`src/rtl/fsrc_pkg.sv`:
```
// Shared types, constants and pointer helpers for the frame slot ring cache.
// No dependencies; every other file imports this package.
package fsrc_pkg;

	localparam int SLOTS  = 8;
	localparam int SLOT_W = (SLOTS > 2) ? $clog2(SLOTS) : 1;
	localparam int FILL_W = $clog2(SLOTS + 1);
	localparam int IDX_W  = (SLOT_W > 3) ? SLOT_W : 3;
	localparam int TAG_W  = 64;

	typedef logic [TAG_W-1:0]  tag_t;
	typedef logic [SLOT_W-1:0] ptr_t;
	typedef logic [FILL_W-1:0] fill_t;

	localparam tag_t NO_STAMP = '1;

	typedef enum logic [2:0] {
		CMD_ALLOC    = 3'd0,
		CMD_VALIDATE = 3'd1,
		CMD_INVAL    = 3'd2,
		CMD_FLUSH    = 3'd3,
		CMD_FIND     = 3'd4,
		CMD_AFTER    = 3'd5,
		CMD_BEFORE   = 3'd6,
		CMD_NEWEST   = 3'd7
	} cmd_e;

	typedef enum logic [1:0] {
		ST_OK     = 2'd0,
		ST_NONE   = 2'd1,
		ST_MISUSE = 2'd2
	} status_e;

	typedef enum logic [1:0] {
		S_IDLE,
		S_EXEC,
		S_WALK,
		S_FIN
	} state_e;

	// Per-cell control: clear to untagged, shift toward cell 0, load write data.
	typedef struct packed {
		logic clr;
		logic rot;
		logic wr;
	} cell_ctl_t;

	function automatic ptr_t ptr_inc(input ptr_t p);
		ptr_t r;
		if (p == ptr_t'(SLOTS - 1)) r = '0;
		else r = p + ptr_t'(1);
		return r;
	endfunction

	function automatic ptr_t ptr_dec(input ptr_t p);
		ptr_t r;
		if (p == '0) r = ptr_t'(SLOTS - 1);
		else r = p - ptr_t'(1);
		return r;
	endfunction

endpackage

```
`src/rtl/fsrc_cell.sv`:
```
// One slot cell of the tag ring: holds a 64-bit tag, shifts from its neighbor.
// Depends on fsrc_pkg.
module fsrc_cell import fsrc_pkg::*; (
	input  logic      clk,
	input  logic      arst_n,
	input  cell_ctl_t ctl,
	input  tag_t      nbr_tag,
	input  tag_t      wr_tag,
	output tag_t      tag,
	output logic      none
);

	tag_t tag_q;

	always_ff @(posedge clk or negedge arst_n) begin
		if (!arst_n) begin
			tag_q <= NO_STAMP;
		end else if (ctl.clr) begin
			tag_q <= NO_STAMP;
		end else if (ctl.rot) begin
			tag_q <= nbr_tag;
		end else if (ctl.wr) begin
			tag_q <= wr_tag;
		end
	end

	assign tag  = tag_q;
	assign none = (tag_q == NO_STAMP);

endmodule

```
`config.mk`:
```
export PLATFORM = sky130hd
export DESIGN_NAME = fsrc_cell
export DESIGN_NICKNAME = d
export VERILOG_FILES = /design/src/rtl/fsrc_pkg.sv /design/src/rtl/fsrc_cell.sv
export SDC_FILE = /design/constraint.sdc
export NUM_CORES = 1
export LEC_CHECK = 0
export BUFFER_PORTS_ARGS = -buffer_cell sky130_fd_sc_hd__buf_2
export CORE_ASPECT_RATIO = 0.9
export CORE_MARGIN = 2
export CORE_UTILIZATION = 30
export CTS_BUF_LIST = sky130_fd_sc_hd__clkbuf_16
export CTS_CLUSTER_SIZE = 20
export DETAILED_ROUTE_END_ITERATION = 6
export GPL_ROUTABILITY_DRIVEN = 0
export PLACE_DENSITY = 0.57
export RECOVER_POWER = 50
export SYNTH_ARGS = -nofsm -noshare
export SYNTH_HDL_FRONTEND = slang
export SYNTH_SLANG_ARGS = --single-unit
```
`constraint.sdc`:
```
create_clock -name clk -period 1.3 [get_ports clk]
set_input_delay 0.195 -clock clk [delete_from_list [all_inputs] [get_ports clk]]
set_output_delay 0.195 -clock clk [all_outputs]
set_load 0.01 [all_outputs]
```
==> results.ini <==
[timing]
max_freq_ghz=0.515
slew_headroom=0.442
slew_violations=0
hold_viol=0
worstMarginPinSlew_ns=0.837
fin_ws_ns=-0.641
fin_crit_sh=1.49
fin_worst_skew_ns=0
layout_min_cycle_time_ns=1.94
rsz0062_at_grt=true
final-setup-viol-count=8

[cells_and_area]
drive_above_1_share=0.721
n_antenna_cell=0
regArea_um2=1680
nFillCells=1242
nets=688
finish.utilization=0.461
final_common_cell=buf_2
postLayoutCellArea_um2=6090
multi_input_area_um2=2140
mostFrequentLayoutCells=buf_2 (160), mux2i_1 (64), nand2b_1 (64)
largest_register_ffs=64
syn_to_final_growth_pct=51.9

[clock_network]
clock_latency_ns=0.32
cts.htree.levels=3
cts.sinks=64
clk_pin_slew_ns=0.05
cts_buffer_depth=2
root_buffer=clkbuf_16
hold_buffers=0
cts_buffers=9
cts_tree=built

[pwr]
totalPowerFinal_uw=6360
irDropWorstVdd_v=0.000562
power.density_nw_per_um2=1040
power_leakage_uw=0.00302

[route]
totalWireLength_um=10400
wl_per_cell_um=14.2
dr.pass1.iters=4
ant_nets=0
vias_per_cell=4.42
vias=3216
drc_errors=0
drtIter0Drc=70

[die]
design.core.area_um2=13200
die-area_um2=14300
die_w_um=126
num_rows=40
initial_core_util=0.304
io_pins=198
fp.dieH_um=114

[setup_path]
path_max_fanout=2
critPathKind=register to primary output
cp-end-kind=primary output
required_ns=1.11
start_kind=register
critPathMaxStageDelay_ns=0.53
path_cells=nand4_1 > nor4_2 > buf_4 > and4_1 > buf_6
worst-endpoint-arrival_ns=1.75
cp_slowest_cell=dfstp_2

[worst_hold_path]
min_path_type=input port to register

[place]
placement.cell_area_um2=5590
port_buffers=197
dp_worst_setup_slack_ns=-0.380
dp_hpwl_um=7930

[outcome]
violations=setup timing
status=complete, but fails checks

[synth]
avgSynthCellArea_um2=13.5
synth_cells=298
yosys_warnings=0
synth.distinct_cells=14
syn_nets=431
synth_seq_area_share=0.419
ys_ff_latch=64
synth_area_um2=4010

[grt]
grt_usage=0.145
grt_start_max_net_pins=65
gr-total-overflow=0
grt_pass1_wl_um=16700
grt_pass1_vias=3374
antenna_found_initial=1

[job]
max-cap-violations=0

metrics by stage:
step	setup TNS [ns]	instances	hold slack (ns)
after floorplan	-0.0221	298	0.0472
after global placement	-0.444	712	0.431
after detailed placement	-0.413	712	0.429
after CTS	-0.731	729	0.0896
after global routing	-2.52	728	0.103
final	-0.748	728	0.102
cell usage after synthesis:
library cell / instances / area, µm²
and4_1: 1 / 8.76
buf_2: 1 / 5.00
buf_12: 6 / 120
mux2i_1: 64 / 641
nand4_1: 16 / 100
dfstp_2: 64 / 1680
nand2b_1: 64 / 400
clkbuf_1: 6 / 22.5
buf_1: 1 / 3.75
buf_4: 6 / 45.0
mux2_2: 4 / 45.0
buf_6: 1 / 11.3
mux2_4: 60 / 901
nor4_1: 4 / 25.0
layout make-up:
class,instances,area share
flip-flops and latches,64,0.276
clock inverters,7,0.0144
clock buffers,9,0.0370
well taps,168,0.0345
multi-input cells,213,0.351
repair buffers,267,0.288
power by group:
| part | switching, µW | leakage (µW) | internal [µW] |
|---|---|---|---|
| clock | 841 | 0.000152 | 1660 |
| sequential | 73.2 | 0.000674 | 2240 |
| combinational | 627 | 0.00220 | 927 |
metal layers:
metal | vias up | wire length, µm | global-route usage
li1 | 1570 | - | -
met1 | 1509 | 4570 | 0.182
met5 | - | 13 | 0
met3 | 18 | 632 | 0.0375
met4 | 2 | 174 | 0.0418
met2 | 117 | 4970 | 0.249
path summary, 6_finish.rpt:
path,startpoint,end,slack (ns),cells after the start
max,tag[43],none,-0.64,5
min,nbr_tag[26],tag[26],0.10,3
max reg2reg,tag[58],tag[58],0.17,4
min reg2reg,tag[61],tag[61],0.83,3
max in group asynchronous,arst_n,tag[55],0.76,2
min in group asynchronous,arst_n,tag[36],0.49,2
critical path: cells and delay by family (launching register included):
| kind | cells | cell delay, ns |
|---|---|---|
| simple gates | 3 | 0.64 |
| flops | 1 | 0.53 |
| buf+inv | 2 | 0.25 |
cell families (layout without fill, tap and decap cells):
family | after synthesis | in the layout | synth area share
mux | 128 | 128 | 0.396
simple gates | 85 | 85 | 0.133
flops | 64 | 64 | 0.419
buf+inv | 21 | 283 | 0.0518
what timing repair did:
| action | 4_1_cts | 5_1_grt |
|---|---|---|
| resized for setup | 5 | 36 |
| buffers inserted | 1 | 4 |
| endpoints found under the hold margin | 0 | 0 |
| endpoints found under the setup margin | 1 | 35 |
| pin swaps | 2 | 2 |
(Power assumes the default switching activity.)
